## config.mk

```make
export PLATFORM = sky130hd
export DESIGN_NAME = sce_cfg
export DESIGN_NICKNAME = d
export VERILOG_FILES = /design/src/sv/sce_pkg.sv /design/src/sv/sce_cfg.sv
export SDC_FILE = /design/constraint.sdc
export NUM_CORES = 1
export LEC_CHECK = 0
export CAP_MARGIN = 30
export CORE_MARGIN = 2
export CORE_UTILIZATION = 45
export DETAILED_ROUTE_END_ITERATION = 7
export DONT_BUFFER_PORTS = 1
export PLACE_DENSITY = 0.64
export SLEW_MARGIN = 15
export SYNTH_ARGS = -nofsm -noshare
export SYNTH_HDL_FRONTEND = slang
export SYNTH_SLANG_ARGS = --single-unit
```

## constraint.sdc

```tcl
create_clock -name i_clk -period 2.45 [get_ports i_clk]
set_input_delay 0.1225 -clock i_clk [delete_from_list [all_inputs] [get_ports i_clk]]
set_output_delay 0.1225 -clock i_clk [all_outputs]
set_load 0.01 [all_outputs]
```

## src/sv/sce_pkg.sv

```systemverilog
`default_nettype none

package sce_pkg;

    // configuration port
    localparam int CFG_IDX_W  = 3;
    localparam int CFG_DATA_W = 16;

    // register field widths
    localparam int GAIN_W  = 16;
    localparam int FLOOR_W = 12;
    localparam int FRAC_W  = 8;

    // fixed scalings: gains are Q0.16, threshold fraction is Q0.8
    localparam int GAIN_SHIFT = 16;
    localparam int FRAC_SHIFT = 8;

    // shared multiplier: unsigned A times signed B
    localparam int MUL_A_W = 32;
    localparam int MUL_B_W = 33;
    localparam int PROD_W  = MUL_A_W + MUL_B_W + 1;

    localparam int COUNT_W = 32;

    // register indexes
    localparam logic [CFG_IDX_W-1:0] REG_ENABLE             = 3'd0;
    localparam logic [CFG_IDX_W-1:0] REG_OFFSET_GAIN        = 3'd1;
    localparam logic [CFG_IDX_W-1:0] REG_FILTER_GAIN        = 3'd2;
    localparam logic [CFG_IDX_W-1:0] REG_THRESHOLD_FLOOR    = 3'd3;
    localparam logic [CFG_IDX_W-1:0] REG_THRESHOLD_FRACTION = 3'd4;

    // register reset values
    localparam logic [GAIN_W-1:0]  OFFSET_GAIN_RST = 16'd13;
    localparam logic [GAIN_W-1:0]  FILTER_GAIN_RST = 16'd13107;
    localparam logic [FLOOR_W-1:0] FLOOR_RST       = 12'd100;
    localparam logic [FRAC_W-1:0]  FRACTION_RST    = 8'd64;

    // hysteresis sign codes
    localparam logic signed [1:0] SIGN_NONE = 2'sb00;
    localparam logic signed [1:0] SIGN_POS  = 2'sb01;
    localparam logic signed [1:0] SIGN_NEG  = 2'sb11;

    // exponential average being worked on, in update order
    localparam logic [1:0] EMA_SIN_OFF = 2'd0;
    localparam logic [1:0] EMA_COS_OFF = 2'd1;
    localparam logic [1:0] EMA_SIN_FLT = 2'd2;
    localparam logic [1:0] EMA_COS_FLT = 2'd3;

    typedef struct packed {
        logic               enable;
        logic [GAIN_W-1:0]  offset_gain;
        logic [GAIN_W-1:0]  filter_gain;
        logic [FLOOR_W-1:0] threshold_floor;
        logic [FRAC_W-1:0]  threshold_fraction;
    } t_cfg;

    // controller to datapath commands
    typedef struct packed {
        logic       load_in;
        logic       diff;
        logic       mul_lo;
        logic       mul_hi;
        logic       acc_hi;
        logic       upd;
        logic [1:0] ema_sel;
        logic       abs_en;
        logic       sq_s;
        logic       sq_c;
        logic       sq_acc;
        logic       sqrt_step;
        logic       thr_mul;
        logic       thr;
        logic       decide;
        logic       out_load;
    } t_cmd;

    // root bits for the magnitude: squared operands are held to 31 bits
    function automatic int sqrt_steps(input int w);
        int as_w;
        as_w = (w > 31) ? 31 : w;
        return as_w + 1;
    endfunction

endpackage

`default_nettype wire

```

## src/sv/sce_cfg.sv

```systemverilog
`default_nettype none

module sce_cfg (
    input  wire logic                            i_clk,
    input  wire logic                            i_rst_n,
    input  wire logic                            i_cfg_we,
    input  wire logic [sce_pkg::CFG_IDX_W-1:0]   i_cfg_index,
    input  wire logic [sce_pkg::CFG_DATA_W-1:0]  i_cfg_data,
    output sce_pkg::t_cfg                        o_cfg,
    output logic                                 o_clear
);
    import sce_pkg::*;

    t_cfg r_cfg;

    // register file, unknown indexes ignored
    always_ff @(posedge i_clk) begin
        if (!i_rst_n) begin
            r_cfg.enable             <= 1'b0;
            r_cfg.offset_gain        <= OFFSET_GAIN_RST;
            r_cfg.filter_gain        <= FILTER_GAIN_RST;
            r_cfg.threshold_floor    <= FLOOR_RST;
            r_cfg.threshold_fraction <= FRACTION_RST;
        end else if (i_cfg_we) begin
            unique case (i_cfg_index)
                REG_ENABLE:             r_cfg.enable <= i_cfg_data[0];
                REG_OFFSET_GAIN:        r_cfg.offset_gain <= i_cfg_data[GAIN_W-1:0];
                REG_FILTER_GAIN:        r_cfg.filter_gain <= i_cfg_data[GAIN_W-1:0];
                REG_THRESHOLD_FLOOR:    r_cfg.threshold_floor <= i_cfg_data[FLOOR_W-1:0];
                REG_THRESHOLD_FRACTION: r_cfg.threshold_fraction <= i_cfg_data[FRAC_W-1:0];
                default: ;
            endcase
        end
    end

    // rising enable wipes the tracking state
    assign o_clear = i_cfg_we && (i_cfg_index == REG_ENABLE) && i_cfg_data[0]
                     && !r_cfg.enable;
    assign o_cfg   = r_cfg;

endmodule

`default_nettype wire

```

==> results of run 1 <==
[per-stage QoR]
stage	std cells	utilization, %
after global routing	273	53.8
after floorplan	209	-
after global placement	249	47.8
after detailed placement	249	47.8
after CTS	272	53.6
final	273	53.8
[worst reg2reg max path: stages, from the launching register on]
cell and delay [ns]:
dfxtp_1 0.40, nand2_1 0.08, mux2i_1 0.13, dlygate4sd3_1 0.56
[Yosys cell counts (all sizes together)]
master / number / share of area, %
and4b: 1 / 0.47
and4bb: 1 / 0.59
buf: 7 / 2.0
clkbuf: 8 / 1.4
dfxtp: 53 / 50
mux2i: 53 / 25
nand2: 54 / 9.6
nand4b: 1 / 0.42
nand4bb: 2 / 1.1
nor2b: 26 / 7.7
nor3b: 1 / 0.36
nor4bb: 1 / 0.47
or4b: 1 / 0.47
[cell families after synthesis]
group	after synthesis	share of synthesized area (%)
simple gates	88	21.2
mux	53	25.1
flops	53	50.3
buf+inv	15	3.38
[routing by layer]
metal / GRT usage (%) / part of all wire [%] / vias to the layer above
met4: 5.35 / 1.5 / 0
met2: 33.5 / 51 / 60
met1: 21.2 / 39 / 740
met5: 0 / 0 / -
met3: 7.50 / 8.8 / 7
li1: - / - / 713
[path summary, 6_finish.rpt]
path	to	slack (ns)
max	o_cfg[48]$_SDFFE_PN0P_	0.67
min	o_cfg[24]$_SDFFE_PN1P_	0.008
max reg2reg	o_cfg[49]$_SDFFE_PN0P_	1.23
min reg2reg	o_cfg[51]$_SDFFE_PN0P_	0.51
[layout make-up]
class	count	area [um^2]
multi-input combinational	141	977
sequential	53	1060
clock buffer	7	86.3
tap	52	65.1
timing repair buffer	20	203
fill	407	2050
[power by group through the flow]
| stage | logic [mW] | registers, mW | clock network [mW] |
|---|---|---|---|
| 2_1_floorplan | 0.0721 | 0.918 | 0 |
| 3_3_place_gp | 0.0635 | 0.923 | 0 |
| 3_5_place_dp | 0.0667 | 0.923 | 0 |
| 4_1_cts | 0.0987 | 0.903 | 0.500 |
| 5_1_grt | 0.110 | 0.905 | 0.539 |
| 6_report | 0.100 | 0.903 | 0.483 |
[layout by cell type, fill, tap and decap left out]
master	Yosys	layout
nor2b_1	26	26
clkbuf_1	8	1
mux2i_1	53	53
clkbuf_8	0	6
dlygate4sd3_1	0	16
nor3b_1	1	1
or4b_1	1	1
nor4bb_1	1	1
dfxtp_1	53	53
nand2_1	54	54
and4b_1	1	1
and4bb_1	1	1
buf_4	0	3
nand4b_1	1	1
buf_12	0	1
nand4bb_1	2	2
==> impl_metrics.env, run 1 <==
export IMPL_outcome="finished clean"
export IMPL_reg2reg_depth=3
export IMPL_crit_family="buffers and inverters"
export IMPL_grt_pass1_wl_um=7600
export IMPL_clk_path_buf_depth=2
export IMPL_hold_depth=2
export IMPL_finalCritPeriodShare_pct=72.5
export IMPL_cpMostUsedCell="dlygate4sd3_1"
export IMPL_finalHoldViolCount=0
export IMPL_critPathLaunchType="input port"
export IMPL_synth_seq_cells=53
export IMPL_cts_root_buf="clkbuf_8"
export IMPL_clock_latency_ns=0.29
export IMPL_cts_buffers=5
export IMPL_ys_warn_count=0
export IMPL_chipWidth_um=72.5
export IMPL_grt_max_degree=43
export IMPL_critPathKind="in -> reg"
export IMPL_cp_arrival_ns=2.02
export IMPL_relSlewSlack_pct=55.9
export IMPL_port_buffers=0
export IMPL_worstPathBufferInverterCount=3
export IMPL_nets=243
export IMPL_p_sw_uw=327
export IMPL_dp_slack_ns=1.27
export IMPL_htreeDepth=2
export IMPL_core_region_area_mm2=0.00444
export IMPL_slowest_delay_ns=0.57
export IMPL_synth_nets=231
export IMPL_power_mw=1.49
export IMPL_grt_pass1_vias=1602
export IMPL_diodes=0
export IMPL_cts_sinks=53
export IMPL_netlist_cell_type_count=14
export IMPL_reg2reg_from="o_cfg[49]$_SDFFE_PN0P_"
export IMPL_p_per_area_mw_per_mm2=621
export IMPL_vias=1520
export IMPL_seqPwrFrac_pct=60.8
export IMPL_drive_gt1_share_pct=4.52
export IMPL_startpoint="i_cfg_data[12]"
export IMPL_ctsResizeCount=0
export IMPL_syn_avg_cell_area_um2=10.1
export IMPL_gp_congestion=0.708
export IMPL_p_int_mw=1.16
export IMPL_start_util_pct=47.5
export IMPL_syn_inst=209
export IMPL_via_per_inst=5.57
export IMPL_yosysSeqAreaShare_pct=50.3
export IMPL_fp_dieArea_mm2=0.00525
export IMPL_firstDrtPassIters=4
export IMPL_rows=24
export IMPL_fmax_ghz=0.563
export IMPL_ant_nets=0
export IMPL_pwr_share_comb_pct=6.7
export IMPL_gr_total_overflow=0
export IMPL_cp_num_cells=5
export IMPL_wl_per_cell_um=17.7
export IMPL_clkPwrFrac_pct=32.5
export IMPL_io_pins=76
export IMPL_antenna_found_initial=0
export IMPL_fin_area_mm2=0.00239
export IMPL_min_from="i_cfg_data[4]"
export IMPL_power_share_switching_pct=22.0
export IMPL_setup_tns_ns=0
export IMPL_largest_reg_flops=53
export IMPL_netlist_area_mm2=0.00211
export IMPL_setup_viol=0
export IMPL_grt_usage_pct=19.0
export IMPL_drv_slew=0
export IMPL_cts_clk_slew_worst_paths_ns=0.09
export IMPL_maxCapViolations=0
export IMPL_drtIter0Drc=63
export IMPL_hpwlAfterDp_um=3030
export IMPL_path_max_fanout=2
export IMPL_ctsHoldBuffers=16
export IMPL_endpoint_kind="register"
export IMPL_cts_setup_buffers=0
export IMPL_cts_tree="yes"
export IMPL_drcViolationCount=0
export IMPL_fin_hold_ws_ns=0.00841
export IMPL_finalClockSkew_ns=0
export IMPL_worst_path_max_delay_cell="dlygate4sd3_1"
export IMPL_path_cells="dlygate4sd3_1 -> nand2_1 -> dlygate4sd3_1 -> mux2i_1 -> dlygate4sd3_1"
export IMPL_period_minus_slack_ns=1.78
export IMPL_routed_wl_um=4820
export IMPL_rsz0062_at_grt="false"
export IMPL_placed_area_mm2=0.00213
export IMPL_min_delay_path_class="in -> reg"
export IMPL_leakage_nw=0.991
export IMPL_crit_required_ns=2.69
export IMPL_fp_dieH_um=72.5
export IMPL_ir_drop_v=0.000335
export IMPL_finalWorstSetupSlack_ns=0.673
export IMPL_syn2layout_area_growth_pct=13.4
export IMPL_worst_pin_slew_ns=0.657
Power figures use the tool's default switching activity.
==> run 2: changes to the inputs <==
==> constraint.sdc (replaced) <==
create_clock -name i_clk -period 1.65 [get_ports i_clk]
set_input_delay 0.0825 -clock i_clk [delete_from_list [all_inputs] [get_ports i_clk]]
set_output_delay 0.0825 -clock i_clk [all_outputs]
set_load 0.01 [all_outputs]
==> impl_metrics.env, run 2 (synthesis gave the netlist of run 1 again) <==
export IMPL_vias=1476
export IMPL_via_per_inst=5.35
export IMPL_startpoint="o_cfg[34]$_SDFFE_PN0P_"
export IMPL_r2r_end="o_cfg[34]$_SDFFE_PN0P_"
export IMPL_place_inst=249
export IMPL_htreeDepth=2
export IMPL_critPathKind="reg -> reg"
export IMPL_min_from="i_cfg_data[7]"
export IMPL_cp_arrival_ns=1.42
export IMPL_reg2reg_depth=3
export IMPL_relSlewSlack_pct=58.1
export IMPL_crit_required_ns=1.89
export IMPL_final_cell_mix="54 x nand2_1, 53 x mux2i_1, 53 x dfxtp_1"
export IMPL_io_pins=76
export IMPL_drcViolationCount=0
export IMPL_maxCapViolations=0
export IMPL_placed_area_mm2=0.00213
export IMPL_drt_met1_wl_um=2040
export IMPL_routed_wl_um=4730
export IMPL_cts_tree="yes"
export IMPL_outcome="finished clean"
export IMPL_worst_pin_slew_ns=0.624
export IMPL_cts_buffers=5
export IMPL_fin_area_mm2=0.00242
export IMPL_cts_clk_slew_worst_paths_ns=0.08
export IMPL_grt_max_degree=51
export IMPL_port_buffers=0
export IMPL_cts_setup_buffers=0
export IMPL_reg2reg_from="o_cfg[34]$_SDFFE_PN0P_"
export IMPL_gr_total_overflow=0
export IMPL_wl_per_cell_um=17.1
export IMPL_nets=246
export IMPL_fp_dieArea_mm2=0.00525
export IMPL_cts_root_buf="clkbuf_8"
export IMPL_ant_nets=0
export IMPL_core_region_area_mm2=0.00444
export IMPL_firstDrtPassIters=3
export IMPL_fmax_ghz=0.852
export IMPL_hpwlAfterDp_um=3020
export IMPL_met2_length_um=2290
export IMPL_setup_tns_ns=0
export IMPL_path_max_fanout=2
export IMPL_cts_sinks=53
export IMPL_fp_dieH_um=72.5
export IMPL_gp_congestion=0.721
export IMPL_leakage_nw=1.00
export IMPL_ir_drop_v=0.000437
export IMPL_diodes=0
export IMPL_grt_usage_pct=18.7
export IMPL_min_delay_path_class="in -> reg"
export IMPL_finalHoldViolCount=0
export IMPL_layoutNonFillerInstCount=276
export IMPL_crit_path_end="o_cfg[34]$_SDFFE_PN0P_"
export IMPL_finalCritPeriodShare_pct=71.2
export IMPL_utilization_pct=54.5
export IMPL_rsz0062_at_grt="false"
export IMPL_drive_gt1_share_pct=4.46
export IMPL_grt_pass1_vias=1562
export IMPL_route_met3_wl_um=341
export IMPL_finalClockSkew_ns=0
export IMPL_drv_slew=0
export IMPL_syn2layout_area_growth_pct=14.8
export IMPL_chipWidth_um=72.5
export IMPL_mostFrequentLayoutCell="nand2_1"
export IMPL_rows=24
export IMPL_clock_latency_ns=0.29
export IMPL_largest_reg_flops=53
export IMPL_setup_viol=0
export IMPL_clk_path_buf_depth=2
export IMPL_grt_pass1_wl_um=7510
export IMPL_p_per_area_mw_per_mm2=915
export IMPL_endpoint_kind="register"
export IMPL_antenna_found_initial=0
export IMPL_period_minus_slack_ns=1.17
export IMPL_drtIter0Drc=53
export IMPL_top_layer_used="met4"
export IMPL_critPathLaunchType="register"
export IMPL_reg2reg_slack_ns=0.48
export IMPL_start_util_pct=47.5
-- run 2: metal layers --
metal	GRT usage, %	up-vias
met3	6.39	7
met1	21.9	703
met2	31.9	46
met5	0	-
li1	-	720
met4	6.17	0
-- run 2: worst min-delay path by stage --
| stage | slack (ns) | cells past startpoint | endpoint |
|---|---|---|---|
| floorplan | 0.22 | 2 | o_cfg[48]$_SDFFE_PN0P_ |
| global placement | 0.23 | 2 | o_cfg[48]$_SDFFE_PN0P_ |
| detailed placement | 0.24 | 2 | o_cfg[27]$_SDFFE_PN0P_ |
| CTS | 0.004 | 2 | o_cfg[28]$_SDFFE_PN1P_ |
| global route | 0.01 | 2 | o_cfg[13]$_SDFFE_PN1P_ |
| finish | 0.01 | 2 | o_cfg[7]$_SDFFE_PN0P_ |
-- run 2: repair_timing --
action / 4_1_cts / 5_1_grt
gates resized for setup: 0 / 0
hold endpoints to repair: 53 / 0
hold buffers: 20 / 0
-- run 2: stage by stage --
stage	setup slack [ns]	hold WS [ns]	power (mW)
after floorplan	0.575	0.225	1.47
final	0.476	0.0115	2.22
after CTS	0.482	0.00417	2.24
after detailed placement	0.547	0.243	1.47
after global placement	0.527	0.231	1.46
after global routing	0.396	0.0142	2.29
-- run 2: critical path: stages, from the launching register on --
cell and delay [ns]:
dfxtp_1 0.39, nand2_1 0.07, mux2i_1 0.11, dlygate4sd3_1 0.55
-- run 2: power by group --
part	internal, mW	total (mW)	switching, mW
combinational	0.0855	0.162	0.0762
sequential	1.31	1.34	0.0335
clock	0.334	0.713	0.380
-- run 2: area by class of cell --
type                       instances  area (um^2)
tap                               52         65.1
fill                             412         2020
clock buffer                       7         86.3
multi-input combinational        141          977
timing repair buffer              23          233
sequential                        53         1060
