`src/sv/sce_pkg.sv`:
```
`default_nettype none

package sce_pkg;

    // configuration port
    localparam int CFG_IDX_W  = 3;
    localparam int CFG_DATA_W = 16;

    // register field widths
    localparam int GAIN_W  = 16;
    localparam int FLOOR_W = 12;
    localparam int FRAC_W  = 8;

    // fixed scalings: gains are Q0.16, threshold fraction is Q0.8
    localparam int GAIN_SHIFT = 16;
    localparam int FRAC_SHIFT = 8;

    // shared multiplier: unsigned A times signed B
    localparam int MUL_A_W = 32;
    localparam int MUL_B_W = 33;
    localparam int PROD_W  = MUL_A_W + MUL_B_W + 1;

    localparam int COUNT_W = 32;

    // register indexes
    localparam logic [CFG_IDX_W-1:0] REG_ENABLE             = 3'd0;
    localparam logic [CFG_IDX_W-1:0] REG_OFFSET_GAIN        = 3'd1;
    localparam logic [CFG_IDX_W-1:0] REG_FILTER_GAIN        = 3'd2;
    localparam logic [CFG_IDX_W-1:0] REG_THRESHOLD_FLOOR    = 3'd3;
    localparam logic [CFG_IDX_W-1:0] REG_THRESHOLD_FRACTION = 3'd4;

    // register reset values
    localparam logic [GAIN_W-1:0]  OFFSET_GAIN_RST = 16'd13;
    localparam logic [GAIN_W-1:0]  FILTER_GAIN_RST = 16'd13107;
    localparam logic [FLOOR_W-1:0] FLOOR_RST       = 12'd100;
    localparam logic [FRAC_W-1:0]  FRACTION_RST    = 8'd64;

    // hysteresis sign codes
    localparam logic signed [1:0] SIGN_NONE = 2'sb00;
    localparam logic signed [1:0] SIGN_POS  = 2'sb01;
    localparam logic signed [1:0] SIGN_NEG  = 2'sb11;

    // exponential average being worked on, in update order
    localparam logic [1:0] EMA_SIN_OFF = 2'd0;
    localparam logic [1:0] EMA_COS_OFF = 2'd1;
    localparam logic [1:0] EMA_SIN_FLT = 2'd2;
    localparam logic [1:0] EMA_COS_FLT = 2'd3;

    typedef struct packed {
        logic               enable;
        logic [GAIN_W-1:0]  offset_gain;
        logic [GAIN_W-1:0]  filter_gain;
        logic [FLOOR_W-1:0] threshold_floor;
        logic [FRAC_W-1:0]  threshold_fraction;
    } t_cfg;

    // controller to datapath commands
    typedef struct packed {
        logic       load_in;
        logic       diff;
        logic       mul_lo;
        logic       mul_hi;
        logic       acc_hi;
        logic       upd;
        logic [1:0] ema_sel;
        logic       abs_en;
        logic       sq_s;
        logic       sq_c;
        logic       sq_acc;
        logic       sqrt_step;
        logic       thr_mul;
        logic       thr;
        logic       decide;
        logic       out_load;
    } t_cmd;

    // root bits for the magnitude: squared operands are held to 31 bits
    function automatic int sqrt_steps(input int w);
        int as_w;
        as_w = (w > 31) ? 31 : w;
        return as_w + 1;
    endfunction

endpackage

`default_nettype wire

```
`src/sv/sce_ctrl.sv`:
```
`default_nettype none

module sce_ctrl #(
    parameter int SQRT_STEPS = 29
) (
    input  wire logic    i_clk,
    input  wire logic    i_rst_n,
    input  wire logic    i_enable,
    input  wire logic    i_in_valid,
    output logic         o_in_ready,
    output logic         o_out_valid,
    input  wire logic    i_out_ready,
    output sce_pkg::t_cmd o_cmd
);
    import sce_pkg::*;

    localparam int CNT_W = $clog2(SQRT_STEPS);
    localparam logic [CNT_W-1:0] CNT_LAST = CNT_W'(SQRT_STEPS - 1);

    typedef enum logic [14:0] {
        S_IDLE    = 15'b000_0000_0000_0001,
        S_DIFF    = 15'b000_0000_0000_0010,
        S_MUL_LO  = 15'b000_0000_0000_0100,
        S_MUL_HI  = 15'b000_0000_0000_1000,
        S_ACC_HI  = 15'b000_0000_0001_0000,
        S_UPD     = 15'b000_0000_0010_0000,
        S_ABS     = 15'b000_0000_0100_0000,
        S_SQ_S    = 15'b000_0000_1000_0000,
        S_SQ_C    = 15'b000_0001_0000_0000,
        S_SQ_ACC  = 15'b000_0010_0000_0000,
        S_SQRT    = 15'b000_0100_0000_0000,
        S_THR_MUL = 15'b000_1000_0000_0000,
        S_THR     = 15'b001_0000_0000_0000,
        S_DECIDE  = 15'b010_0000_0000_0000,
        S_FINISH  = 15'b100_0000_0000_0000
    } t_state;

    t_state           r_state, n_state;
    logic [1:0]       r_idx;
    logic [CNT_W-1:0] r_cnt;
    logic             r_out_valid;

    // sequencing: four averages, magnitude, threshold, sign decision (all skipped when disabled)
    always_comb begin
        n_state       = r_state;
        o_cmd         = '0;
        o_cmd.ema_sel = r_idx;
        unique case (r_state)
            S_IDLE: begin
                if (i_in_valid) begin
                    o_cmd.load_in = 1'b1;
                    n_state       = i_enable ? S_DIFF : S_FINISH;
                end
            end
            S_DIFF: begin
                o_cmd.diff = 1'b1;
                n_state    = S_MUL_LO;
            end
            S_MUL_LO: begin
                o_cmd.mul_lo = 1'b1;
                n_state      = S_MUL_HI;
            end
            S_MUL_HI: begin
                o_cmd.mul_hi = 1'b1;
                n_state      = S_ACC_HI;
            end
            S_ACC_HI: begin
                o_cmd.acc_hi = 1'b1;
                n_state      = S_UPD;
            end
            S_UPD: begin
                o_cmd.upd = 1'b1;
                n_state   = (r_idx == EMA_COS_FLT) ? S_ABS : S_DIFF;
            end
            S_ABS: begin
                o_cmd.abs_en = 1'b1;
                n_state      = S_SQ_S;
            end
            S_SQ_S: begin
                o_cmd.sq_s = 1'b1;
                n_state    = S_SQ_C;
            end
            S_SQ_C: begin
                o_cmd.sq_c = 1'b1;
                n_state    = S_SQ_ACC;
            end
            S_SQ_ACC: begin
                o_cmd.sq_acc = 1'b1;
                n_state      = S_SQRT;
            end
            S_SQRT: begin
                o_cmd.sqrt_step = 1'b1;
                if (r_cnt == CNT_LAST) begin
                    n_state = S_THR_MUL;
                end
            end
            S_THR_MUL: begin
                o_cmd.thr_mul = 1'b1;
                n_state       = S_THR;
            end
            S_THR: begin
                o_cmd.thr = 1'b1;
                n_state   = S_DECIDE;
            end
            S_DECIDE: begin
                o_cmd.decide = 1'b1;
                n_state      = S_FINISH;
            end
            S_FINISH: begin
                if (!r_out_valid || i_out_ready) begin
                    o_cmd.out_load = 1'b1;
                    n_state        = S_IDLE;
                end
            end
            default: n_state = S_IDLE;
        endcase
    end

    // state, average index, root step counter
    always_ff @(posedge i_clk) begin
        if (!i_rst_n) begin
            r_state <= S_IDLE;
            r_idx   <= EMA_SIN_OFF;
            r_cnt   <= '0;
        end else begin
            r_state <= n_state;
            if (o_cmd.load_in) begin
                r_idx <= EMA_SIN_OFF;
            end else if (o_cmd.upd) begin
                r_idx <= r_idx + 2'd1;
            end
            if (o_cmd.sq_acc) begin
                r_cnt <= '0;
            end else if (o_cmd.sqrt_step) begin
                r_cnt <= r_cnt + CNT_W'(1);
            end
        end
    end

    // result word held until taken
    always_ff @(posedge i_clk) begin
        if (!i_rst_n) begin
            r_out_valid <= 1'b0;
        end else if (o_cmd.out_load) begin
            r_out_valid <= 1'b1;
        end else if (i_out_ready) begin
            r_out_valid <= 1'b0;
        end
    end

    assign o_in_ready  = (r_state == S_IDLE);
    assign o_out_valid = r_out_valid;

    // a new result never overwrites one that has not been taken
    a_no_overwrite: assert property (@(posedge i_clk) disable iff (!i_rst_n)
        o_cmd.out_load |-> (!r_out_valid || i_out_ready))
        else $error("result word overwritten");

    // root step count never passes the last root step
    a_cnt_range: assert property (@(posedge i_clk) disable iff (!i_rst_n)
        (r_state == S_SQRT) |-> (r_cnt <= CNT_LAST))
        else $error("root step counter out of range");

    // all four averages done before the magnitude is taken
    a_idx_wrap: assert property (@(posedge i_clk) disable iff (!i_rst_n)
        (r_state == S_ABS) |-> (r_idx == EMA_SIN_OFF))
        else $error("average sequence incomplete");

endmodule

`default_nettype wire

```
`config.mk`:
```
export PLATFORM = sky130hd
export DESIGN_NAME = sce_ctrl
export DESIGN_NICKNAME = d
export VERILOG_FILES = /design/src/sv/sce_pkg.sv /design/src/sv/sce_ctrl.sv
export SDC_FILE = /design/constraint.sdc
export NUM_CORES = 1
export LEC_CHECK = 0
export ABC_AREA = 1
export ABC_CLOCK_PERIOD_IN_PS = 3200
export BUFFER_PORTS_ARGS = -buffer_cell sky130_fd_sc_hd__buf_2
export CAP_MARGIN = 30
export CORE_ASPECT_RATIO = 1.2
export CORE_UTILIZATION = 61
export CTS_BUF_LIST = sky130_fd_sc_hd__clkbuf_8
export CTS_CLUSTER_DIAMETER = 50
export DETAILED_ROUTE_END_ITERATION = 8
export PLACE_DENSITY = 0.87
export RECOVER_POWER = 50
export SYNTH_ARGS = -nofsm -noshare
export SYNTH_HDL_FRONTEND = slang
export SYNTH_SLANG_ARGS = --single-unit
```
`constraint.sdc`:
```
create_clock -name i_clk -period 3.2 [get_ports i_clk]
set_input_delay 0.48 -clock i_clk [delete_from_list [all_inputs] [get_ports i_clk]]
set_output_delay 0.48 -clock i_clk [all_outputs]
set_load 0.01 [all_outputs]
```
==> results, run 1 <==
- Summed over all cells, the static leakage comes to 0.000801 uW.
- After clock tree synthesis, the clock-pin slew on the worst setup and hold paths is 0.08 ns.
- The via count is 1296.
- The flow ran to the end, and the final reports show no timing, DRC or antenna violations.
- The most utilized layer in the global route result is met2.
- The Yosys step of the flow raised 0 warnings.
- The hold-fix buffer count after cts is 0.
- No sink is reached through more buffers than the 2 on the longest clock path.
- In the post-synthesis netlist, the biggest area contributors are sky130_fd_sc_hd__dfxtp_1, sky130_fd_sc_hd__nand2_1, sky130_fd_sc_hd__inv_1.
- Static timing analysis puts the maximum clock frequency at 381 MHz.
- TritonCTS built the clock tree.
- The clock latency on the worst-skew pair is 0.27 ns.
- The overall routing resource usage is 25.5%.
- The worst path uses 82.0% of the clock period.
- The slowest stage of the critical path is the sky130_fd_sc_hd__nor2_1 cell.
- The antenna diode instance count is 0.
- The floorplan step defined a core boundary enclosing 2070 sq um.
- The internal power component is 408 uW.
- For this run, global-route usage on met1 was measured as 29.5%.
- After synthesis the netlist holds a flip-flop and latch count of 23.
- The last weighted congestion value of the routability-driven placer is 0.855.
- The arrival time at the worst endpoint is 2.14 ns.
- The final count of negative-setup-slack endpoints is 0.
- In this run, CTS created clock tree buffers numbering 3.
- The number of antenna violations at the first check in global routing was 0.
- After detailed routing, the total wire length is 2.82 mm.
- The worst setup path is captured at a primary output.
- The synthesized instance count is 199.
- The critical path goes through nor2_1 > nand2_1 > nor2_1 > nand2_1 > clkinv_1 > buf_2.
- The placed cell area is 1480 sq um.
- The share of synthesized area in the top cell type comes to 34.4%.
- The net count of the finished layout is 233.
- The total negative setup slack is 0 ns.
- The die covers 2380 sq um.
- In this run, the combinational gates consume 17.3% of the power.
- Across the VDD grid, the largest voltage drop is 372 uV.
- The maximum cell stage delay along the critical path is 0.65 ns.
- In this run the cell area of the synthesized design comes to 1340 sq um.
- The critical path in this run is classified as reg2out.
- The global routing met3 resource utilization is 3.07%.
- The floorplan has 18 rows.
- The met2 capacity usage during global routing is 45.8%.
- The type of the tightest min-delay check is in2reg.
- The count of unique library cells instantiated by Yosys is 27.
- The peak fanout along the critical path is 12.
- Global routing finished with a remaining overflow of 0.
- The hold violation total from the final report is 0.
- The number of gates resized after CTS was 0.
- The layout-stage area growth over the synthesis result is 11.5%.
- After detailed routing, the average wire length per cell comes to 11.1 microns.
- The tightest hold path in the finished design has a slack of 0.498 ns.
- The analysis attributes to net switching a power of 173 uW.
- Buffers placed on the I/O ports in this run total 23.
- The wire length of the first global-routing pass is 4.39 mm.
- The die outline height is 53.3 microns.
- In the routed layout, each cell is associated on average with a via count of 5.10.
- The width of the die is 44.7 microns.
- The synthesized netlist net count is 207.
- The number of H-tree levels is 1.
- Clock tree synthesis found a total of 23 sinks.
- The starting utilization of the core area is 64.6%.
- Setup repair after global routing left no endpoint under its margin.
- Between clock sinks in the finished design, the worst skew comes to 0.00248 ns.
- The power density over the cells is 389 nW/um^2.
- STA puts the critical path data required time at 2.72 ns.
- The number of setup buffers added after CTS is 0.
- The pre-antenna-repair detailed-routing pass consisted of 4 iterations.
- The switching share of total power is 29.7%.
- Cells with a size suffix above 1 make up 17.9% of the layout.
- The finished cells cover 1490 sq um.
- Sequential elements use 34.4% of the synthesized area.
- The post-detailed-route DRC marker count is 0.
- For this block, the initial DRC count from the detailed router was 48.
- The pin count of the biggest net entering global routing is 16.
- The number of global-route vias before repair is 1094.
- In this run the mean area of a mapped cell was 6.72 sq um.
- The worst pin sits at a relative slew slack of 45.5%.
- The minimum clock period after layout is 2.62 ns.
- The HPWL reported at the end of detailed placement is 2.19 mm.
- The fraction of power consumed by sequential logic is 51.1%.
- The count of final max-slew check failures was 0.
- The cell taking the most area after synthesis is sky130_fd_sc_hd__dfxtp_1.
- The startpoint type of the worst setup path is a flip-flop.
- The clock network is responsible for 31.6% of the overall power.
- The slew at the pin with the worst max-slew slack is 0.814 ns.
- The number of max-cap violations is 0.
- In this run the count of I/O pins placed on the die edge is 24.
- The number of nets still failing antenna checks after routing is 0.
- The tree is rooted in a sky130_fd_sc_hd__clkbuf_8.
==> sequential cells by signal, indices dropped and copies added, names as in the netlist <==
| register | count |
|---|---|
| o_out_valid | 1 |
| r_idx | 2 |
| r_cnt | 5 |
| r_state | 15 |
==> metal layers <==
metal  routed length [microns]  vias to the layer above
met5                         0                        -
met1                      1210                      592
met3                        99                        5
met2                      1480                       36
met4                        35                        0
li1                          -                      663
==> final timing paths <==
| path | startpoint | end | slack, ns | depth (start not counted) |
|---|---|---|---|---|
| max | r_state[10] | o_cmd[11] | 0.58 | 6 |
| min | i_enable | r_state[1] | 0.50 | 3 |
| max reg2reg | r_state[10] | r_state[14] | 0.92 | 8 |
| min reg2reg | r_idx[1] | r_idx[1] | 0.50 | 2 |
==> cell type report <==
type	count	area, sq um
repair buffers	23	111
fillers	180	581
well taps	30	37.5
clock inverters	1	5.00
flip-flops and latches	23	460
multi-input cells	136	693
clock buffers	3	41.3
inverters	38	143
==> critical path, delay by kind of cell, from the launching register on <==
kind,cells,cell delay [ns]
DFF,1,0.34
buffers and inverters,2,0.28
and+or+nand+nor,4,1.27
==> metrics by stage <==
stage	utilization [%]	setup WS (ns)	cells	total power (uW)
3_3_place_gp	71.2	1.27	250	406
6_report	72.0	0.576	254	581
2_1_floorplan	-	1.62	199	387
5_1_grt	72.0	0.371	254	607
4_1_cts	73.4	0.865	254	587
3_5_place_dp	71.2	1.19	250	410
==> synthesized netlist by cell type (all sizes together) <==
cell    instances
clkbuf          1
nor4            1
nor2           42
nand2          45
buf             1
dfxtp          23
nor3            9
nor3b           2
clkinv          2
ha              3
nand3          17
xor2            2
or2             1
inv            36
a211oi          3
a21oi           5
o21ai           6
==> cells by family after synthesis <==
logic type | after synthesis | synth area share, %
AO/OA/AOI/OAI | 14 | 6.45
XOR/XNOR | 2 | 1.31
flip-flops | 23 | 34.4
buffers and inverters | 40 | 11.8
AND/OR/NAND/NOR | 117 | 43.2
adder cells (fa/ha/maj) | 3 | 2.81
==> cells in the final DEF (no fill, tap or decap), drive strengths merged <==
cell    Yosys  final
or2         1      1
nand2      45     45
clkbuf      1      6
a21oi       5      5
ha          3      3
dfxtp      23     23
o21ai       6      6
nor3b       2      2
nor3        9      9
inv        36     36
clkinv      2      3
a211oi      3      3
nor4        1      1
nor2       42     42
xor2        2      2
nand3      17     17
buf         1     20
==> power by group through the flow <==
| stage | Combinational, uW | Sequential, uW | Clock (uW) |
|---|---|---|---|
| after floorplan | 85.3 | 302 | 0 |
| after CTS | 108 | 296 | 183 |
| final | 100 | 297 | 184 |
| after detailed placement | 107 | 303 | 0 |
| after global routing | 112 | 297 | 198 |
| after global placement | 103 | 302 | 0 |
(Power assumes the default switching activity.)
==> run 2, diff against run 1 <==
--- a/config.mk
+++ b/config.mk
@@ -6,15 +6,15 @@
 export NUM_CORES = 1
 export LEC_CHECK = 0
 export ABC_AREA = 1
-export ABC_CLOCK_PERIOD_IN_PS = 3200
+export ABC_CLOCK_PERIOD_IN_PS = 2700
 export BUFFER_PORTS_ARGS = -buffer_cell sky130_fd_sc_hd__buf_2
 export CAP_MARGIN = 30
 export CORE_ASPECT_RATIO = 1.2
-export CORE_UTILIZATION = 61
+export CORE_UTILIZATION = 57
 export CTS_BUF_LIST = sky130_fd_sc_hd__clkbuf_8
 export CTS_CLUSTER_DIAMETER = 50
 export DETAILED_ROUTE_END_ITERATION = 8
-export PLACE_DENSITY = 0.87
+export PLACE_DENSITY = 0.82
 export RECOVER_POWER = 50
 export SYNTH_ARGS = -nofsm -noshare
 export SYNTH_HDL_FRONTEND = slang
==> constraint.sdc (replaced) <==
create_clock -name i_clk -period 2.7 [get_ports i_clk]
set_input_delay 0.405 -clock i_clk [delete_from_list [all_inputs] [get_ports i_clk]]
set_output_delay 0.405 -clock i_clk [all_outputs]
set_load 0.01 [all_outputs]
==> results, run 2 (same netlist as run 1, synthesis figures left out) <==
- The flow ran to the end, and the final reports show no timing, DRC or antenna violations.
- The maximum clock rate is 449 MHz.
- CTS saw 23 sinks.
- For this run, the slowest stage of the critical path takes 0.46 ns.
- Max-cap violations in this run came to 0.
- For the worst flop-to-flop path, the logic depth is 8.
- The number of nets in the layout is 233.
- The library cell used most frequently in the layout, excluding fill and tap cells, is sky130_fd_sc_hd__nand2_1.
- The number of global-route vias before repair is 1080.
- For this design, the slowest cell found on the critical path is sky130_fd_sc_hd__nor2_2.
- 24 I/O pins were placed.
- In this run the clock root is driven by a sky130_fd_sc_hd__clkbuf_8.
- The wire length of the first global-routing pass is 4.40 mm.
- The floorplan step defined a die boundary enclosing 2550 sq um.
- The number of antenna violations at the first check in global routing was 0.
- The power density over the cells is 458 nW/um^2.
- The number of nets still failing antenna checks after routing is 0.
- Once the floorplan was initialized, standard cells occupied 62.5% of the core.
- For this run, design rule violations remaining after detail routing come to 0.
- The placeable core region is 2140 sq um.
- Buffers inserted to repair hold after CTS numbered 0.
- The die is 46.2 microns wide.
- In this run, post-CTS repair resized a total of 0 instances.
- TritonCTS built the clock tree.
- The fraction of final layout cells sized beyond drive strength 1 is 17.9%.
- The number of search-and-repair iterations in the first detailed-routing pass is 4.
- The routed wirelength normalized by instance count is 10.4 microns.
- The worst setup path category is reg2out.
- Setup slack on the worst reg-to-reg path comes out at 0.75 ns.
- Across the VDD grid, the largest voltage drop is 366 uV.
- After floorplanning, the core was divided into 18 placement rows.
- The number of clock buffers inserted by TritonCTS is 3.
- The worst path uses 82.5% of the clock period.
- The analysis attributes to cell leakage a power of 0.000793 uW.
- The hold violation total from the final report was 0.
- After detailed routing, the number of vias per cell comes to 5.05.
- The worst-case clock skew is 0.00525 ns.
- The critical path ends at o_cmd[11].
- The family of cells with the greatest summed delay on the critical path is simple AND/OR/NAND/NOR gates.
- The minimum clock period after layout is 2.23 ns.
- Summed over all failing endpoints, the final setup total negative slack is 0 ns.
- The count of fill cells added during filler insertion is 193.
- Counting flops per register, the top entry is r_state.
- The buffers plus inverters on the worst setup path is 2.
- The endpoint class of the critical path is a primary output.
- Of all nets on the critical path, the largest fanout is 12.
- Once detailed placement completed, the half-perimeter wirelength came to 2.10 mm.
- The max-slew headroom at the worst pin is 65.1%.
- The type of the tightest min-delay check is in2reg.
- The final count of negative-setup-slack endpoints is 0.
- The remaining global-route overflow is 0.
- The congestion estimate from routability-driven global placement came to 0.902.
- The placed cell area is 1480 sq um.
- The number of buffer cells added on primary ports is 23.
- The register with the most flip-flops in the layout has 15 of them.
- The instance count after placement with tap cells included is 250.
- Hold is met by 0.428 ns.
- After the flow finishes, the layout carries non-filler instances totaling 254.
- The startpoint type of the worst setup path is a flip-flop.
- The clock-pin slew on the worst setup and hold paths is 0.08 ns.
- The number of buffers on the longest clock path is 2.
- The count of routing violations after the opening detailed-route iteration is 28.
- The overall routing resource usage is 24.2%.
- The top cell types in the final layout, fill and taps aside, are sky130_fd_sc_hd__nand2_1, sky130_fd_sc_hd__inv_1, sky130_fd_sc_hd__nor2_1, sky130_fd_sc_hd__dfxtp_1, sky130_fd_sc_hd__buf_2.
- The reg-to-reg critical path startpoint is r_state[12].
- 0 antenna diodes ended up in the layout.
- Relative to the synthesized area, the layout overhead comes to 12.3%.
- CTS built an H-tree with a depth of 1.
- The clock latency on the worst-skew pair is 0.27 ns.
- The number of setup buffers added after CTS is 0.
- After routing the design area is 1500 sq um.
- Setup repair after global routing left no endpoint under its margin.
- The via count is 1282.
- The start point of the critical path is r_state[12].
- The data required time of the critical path is 2.30 ns.
- The total wire length is 2.63 mm.
- The count of final max-slew check failures is 0.
- Entering global routing, the biggest net connects 16 pins.
- The signal on the critical path passes through nor2_1 > nand2_2 > nor2_2 > nand2_1 > clkinv_1 > buf_2.
- STA puts the critical path data arrival time at 1.82 ns.
- For this run, the share of the core covered by cells in the final layout is 70.2%.
- The slew at the pin with the worst max-slew slack is 0.522 ns.
- In this run the critical register-to-register path is captured at r_state[14].
- In the final layout, the registers with the most flip-flops are r_state (15), r_cnt (5), r_idx (2).
- The floorplan step set the die height to 55.1 microns.
- Counting buffers and inverters, the worst setup path is 6 cells deep.
[run 2: how the worst min path moves through the flow]
stage                        start    endpoint  slack [ns]  cells past startpoint
final                     i_enable  r_state[1]        0.43                      3
after floorplan           r_cnt[4]    r_cnt[4]        0.47                      2
after CTS                  i_rst_n  r_state[0]        0.43                      4
after global routing      i_enable  r_state[1]        0.44                      3
after detailed placement  r_idx[1]    r_idx[1]        0.49                      2
after global placement    r_idx[1]    r_idx[1]        0.47                      2
[run 2: metal layers]
metal  vias to the layer above  GRT usage (%)  part of all wire [%]
met2                        36           43.2                    50
met3                         4           2.92                   4.0
met5                         -              0                     0
li1                        663              -                     -
met4                         0           10.3                   1.7
met1                       579           28.6                    44
[run 2: power breakdown]
group / leakage (uW) / switching (uW) / internal, uW
registers: 0.000186 / 6.04 / 346
clock network: 0.0000269 / 112 / 102
logic: 0.000580 / 84.9 / 37.8
[run 2: cell type report]
class                           count  area (sq um)  area share, %
Timing Repair Buffer               23           111           7.42
Inverter                           38           143           9.50
Sequential cell                    23           460           30.7
Tap cell                           30          37.5           2.50
Multi-Input combinational cell    136           704           46.9
Clock buffer                        3          41.3           2.75
Clock inverter                      1          3.75          0.250
[run 2: worst min-delay path: cells and delay by family]
family	cells	cell delay (ns)
buffers and inverters	1	0.11
and+or+nand+nor	1	0.07
AOI/OAI and AO/OA	1	0.06
[run 2: through the flow]
step,total power (uW),setup WS [ns]
3_5_place_dp,485,0.766
6_report,688,0.471
5_1_grt,717,0.303
4_1_cts,693,0.476
2_1_floorplan,459,1.20
3_3_place_gp,481,0.844
==> run 3, diff against run 2 <==
--- a/config.mk
+++ b/config.mk
@@ -5,8 +5,8 @@
 export SDC_FILE = /design/constraint.sdc
 export NUM_CORES = 1
 export LEC_CHECK = 0
-export ABC_AREA = 1
-export ABC_CLOCK_PERIOD_IN_PS = 2700
+export ABC_AREA = 0
+export ABC_CLOCK_PERIOD_IN_PS = 2200
 export BUFFER_PORTS_ARGS = -buffer_cell sky130_fd_sc_hd__buf_2
 export CAP_MARGIN = 30
 export CORE_ASPECT_RATIO = 1.2
==> constraint.sdc (replaced) <==
create_clock -name i_clk -period 2.2 [get_ports i_clk]
set_input_delay 0.33 -clock i_clk [delete_from_list [all_inputs] [get_ports i_clk]]
set_output_delay 0.33 -clock i_clk [all_outputs]
set_load 0.01 [all_outputs]
==> results, run 3 <==
- The flow ran to the end, and the final reports show no timing, DRC or antenna violations.
- Power spread over the standard cell area amounts to 774 nW/um^2.
- The count of routing violations after the opening detailed-route iteration is 37.
- Measured along the x axis, the die boundary spans 46.4 microns.
- The register with the highest flop count is r_state.
- The number of antenna violations at the first check in global routing is 0.
- The die outline height is 55.3 microns.
- The endpoint of the worst hold-timing path is r_state[14].
- Setup violations remaining at the end of the flow were counted as 0.
- Headroom to the max-slew limit came out at 75.0%.
- By startpoint and endpoint, the worst setup path is classified as reg2out.
- The final route contains 1210 vias.
- The synthesized netlist occupies a cell area of 1350 sq um.
- The ratio of routed vias to standard cells is 5.73.
- Entering global routing, the biggest net connects 14 pins.
- The commonest cells after synthesis are sky130_fd_sc_hd__dfxtp_1, sky130_fd_sc_hd__nor2_1, sky130_fd_sc_hd__inv_1.
- For the worst setup path, the data required time is 1.87 ns.
- The core region is 2140 sq um.
- For the worst flop-to-flop path, the logic depth is 7.
- The final layout contains routed wiring with a total length of 2.91 mm.
- The worst path needs 2.09 ns of the cycle, external delays included.
- The design area is 1570 sq um.
- CTS saw 23 sinks.
- The arrival time at the worst endpoint is 1.76 ns.
- The last weighted congestion value of the routability-driven placer is 0.807.
- The startpoint type of the worst setup path is a flip-flop.
- The cell at the root of the clock tree is sky130_fd_sc_hd__clkbuf_8.
- A synthesized cell averages 8.82 sq um.
- Pin placement for this block handled 24 I/O pins.
- The number of H-tree levels is 1.
- The async set or reset register ratio after synthesis is 0%.
- The fraction of final layout cells sized beyond drive strength 1 is 29.8%.
- The endpoint of the lowest-slack register-to-register path is r_idx[1].
- The HPWL reported at the end of detailed placement is 2.18 mm.
- Static timing analysis puts the maximum clock frequency at 479 MHz.
- The worst-case IR drop observed on VDD is 560 uV.
- The top flip-flop cell by instance count after synthesis is sky130_fd_sc_hd__dfxtp_1.
- The number of placed instances, taps included, is 204.
- Buffers placed on the I/O ports in this run total 23.
- The hold-fix buffer count after cts is 0.
- The number of nets still failing antenna checks after routing is 0.
- In the routed design, unresolved DRC markers number 0.
- The most frequent cell after synthesis is sky130_fd_sc_hd__dfxtp_1.
- Adding up every negative setup slack in the final design gives 0 ns.
- Sequential cells were found to cover 34.1% of the synthesized design area.
- For the final database, setup skew stands at 0.00756 ns.
- The worst setup path is captured at a primary output.
- The clock reaches the later pin of the worst-skew pair after 0.27 ns.
- Max-cap violations in this run came to 0.
- The clock tree from TritonCTS is done.
- The type of the tightest min-delay check is in2reg.
- The synthesized instance count is 153.
- In the post-route analysis, the smallest setup slack over all paths is 0.111 ns.
- The area of the die is 2570 sq um.
- The number of standard cells in the final layout excluding fillers is 211.
- Of all nets on the critical path, the largest fanout is 8.
- The flip-flop count of the largest register after layout is 15.
- In this run the biggest area consumer among cell types represents 34.1% of the synthesized area.
- The cell taking the most area after synthesis is sky130_fd_sc_hd__dfxtp_1.
- The worst hold path begins at i_rst_n.
- The number of enable flip-flop cells after synthesis is 0.
- Summed over all layers, the global routing overflow is 0.
- The worst register-to-register path has a setup slack of 0.28 ns.
- The number of global-route vias before repair came to 1137.
- The leading cell type in the layout, fill and taps excluded is sky130_fd_sc_hd__nor2_1.
- The starting utilization of the core area is 63.1%.
- The slew at the pin with the worst max-slew slack is 0.372 ns.
- The synthesized design contains 23 register bits.
- The number of clock buffers inserted by TritonCTS is 3.
- The first global-routing pass estimated 4.71 mm of wire.
- By area the synthesized netlist is led by sky130_fd_sc_hd__dfxtp_1, sky130_fd_sc_hd__nor2_1, sky130_fd_sc_hd__xor2_1.
- In this run the critical register-to-register path is launched from r_state[3].
- The count of final max-slew check failures is 0.
- For this design the static power due to leakage is 0.000659 uW.
- The final critical path takes up 95.0% of the cycle.
- The overall routing resource usage is 24.5%.
- The repair_antennas step left the layout with diodes totalling 0.
- The worst hold path was traced through 2 stages.
- The clock passes through at most 2 buffers.
- Setup repair after global routing left no endpoint under its margin.
- The count of unique library cells instantiated by Yosys is 43.
- For this run, the post-layout net count is 190.
- After clock tree synthesis, the clock-pin slew on the worst setup and hold paths is 0.09 ns.
- The hold violation total from the final report is 0.
- The largest registers in the layout are r_state (15), r_cnt (5), r_idx (2).
- The layout-stage area growth over the synthesis result is 16.2%.
- The Yosys step of the flow raised 0 warnings.
- The placed cell area is 1480 sq um.
- The routed wirelength normalized by instance count is 13.8 microns.
- Timing analysis after detailed placement gives a worst setup slack of 0.147 ns.
- The number of nets in the synthesized netlist is 161.
- The standard-cell row count is 18.
- The first detailed-routing pass ran for 4 iterations.
- Leaving out fill and tap cells, the most frequent cells in the layout are sky130_fd_sc_hd__nor2_1, sky130_fd_sc_hd__buf_2, sky130_fd_sc_hd__dfxtp_1, sky130_fd_sc_hd__inv_1.
-- run 3: cells by family (layout without fill, tap and decap cells) --
group | after synthesis | count (layout) | share of synthesized area [%]
AO/OA/AOI/OAI | 16 | 16 | 8.06
XOR/XNOR | 8 | 8 | 5.19
adder cells (fa/ha/maj) | 3 | 3 | 2.78
buffers and inverters | 16 | 44 | 7.14
flip-flops | 23 | 23 | 34.1
multiplexers | 2 | 2 | 1.48
AND/OR/NAND/NOR | 85 | 85 | 41.2
-- run 3: cell type report --
| class | instances | area [sq um] |
|---|---|---|
| fill | 156 | 571 |
| multi-input combinational | 114 | 820 |
| clock buffer | 3 | 41.3 |
| tap | 30 | 37.5 |
| timing repair buffer | 31 | 168 |
| inverter | 9 | 33.8 |
| sequential | 23 | 464 |
| clock inverter | 1 | 5.00 |
-- run 3: worst max path at each step --
stage,slack (ns),startpoint,end,cells past startpoint
2_1_floorplan,0.34,r_state[8],o_cmd[15],5
3_3_place_gp,0.27,r_state[3],o_cmd[2],4
3_5_place_dp,0.15,r_state[3],o_cmd[2],4
4_1_cts,0.04,r_state[4],o_cmd[2],5
5_1_grt,0.006,r_state[3],o_cmd[11],5
6_report,0.11,r_state[9],o_cmd[16],6
-- run 3: power by group --
part	internal, uW	switching, uW	total (uW)
registers	439	45.8	485
clock network	127	144	270
logic	205	255	460
total	771	444	1210
-- run 3: layer usage --
metal / share of wire (%) / up-vias / GRT usage [%]
met1: 42 / 565 / 28.6
met3: 3.5 / 6 / 3.92
met4: 1.5 / 0 / 10.1
met2: 53 / 34 / 41.7
li1: - / 605 / -
met5: 0 / - / 0
-- run 3: what timing repair did --
action / in CTS / in global routing
resized for setup: 1 / 7
endpoints found under the hold margin: 0 / 0
pin swaps: 2 / 2
setup buffers: 3 / 0
endpoints found under the setup margin: 3 / 5
-- run 3: stage by stage --
| step | hold slack [ns] | util (%) | total power [uW] |
|---|---|---|---|
| after floorplan | 0.447 | - | 818 |
| after global placement | 0.471 | 69.1 | 886 |
| after detailed placement | 0.530 | 69.1 | 903 |
| after CTS | 0.349 | 72.3 | 1200 |
| after global routing | 0.364 | 73.3 | 1280 |
| final | 0.345 | 73.3 | 1210 |
-- run 3: critical path, cell delays in order, from the launching register on --
cell and delay [ns]:
sky130_fd_sc_hd__dfxtp_1 0.40, sky130_fd_sc_hd__nor4_4 0.32, sky130_fd_sc_hd__buf_4 0.19, sky130_fd_sc_hd__nand4_1 0.14
sky130_fd_sc_hd__inv_1 0.13, sky130_fd_sc_hd__and2_1 0.16, sky130_fd_sc_hd__buf_2 0.13
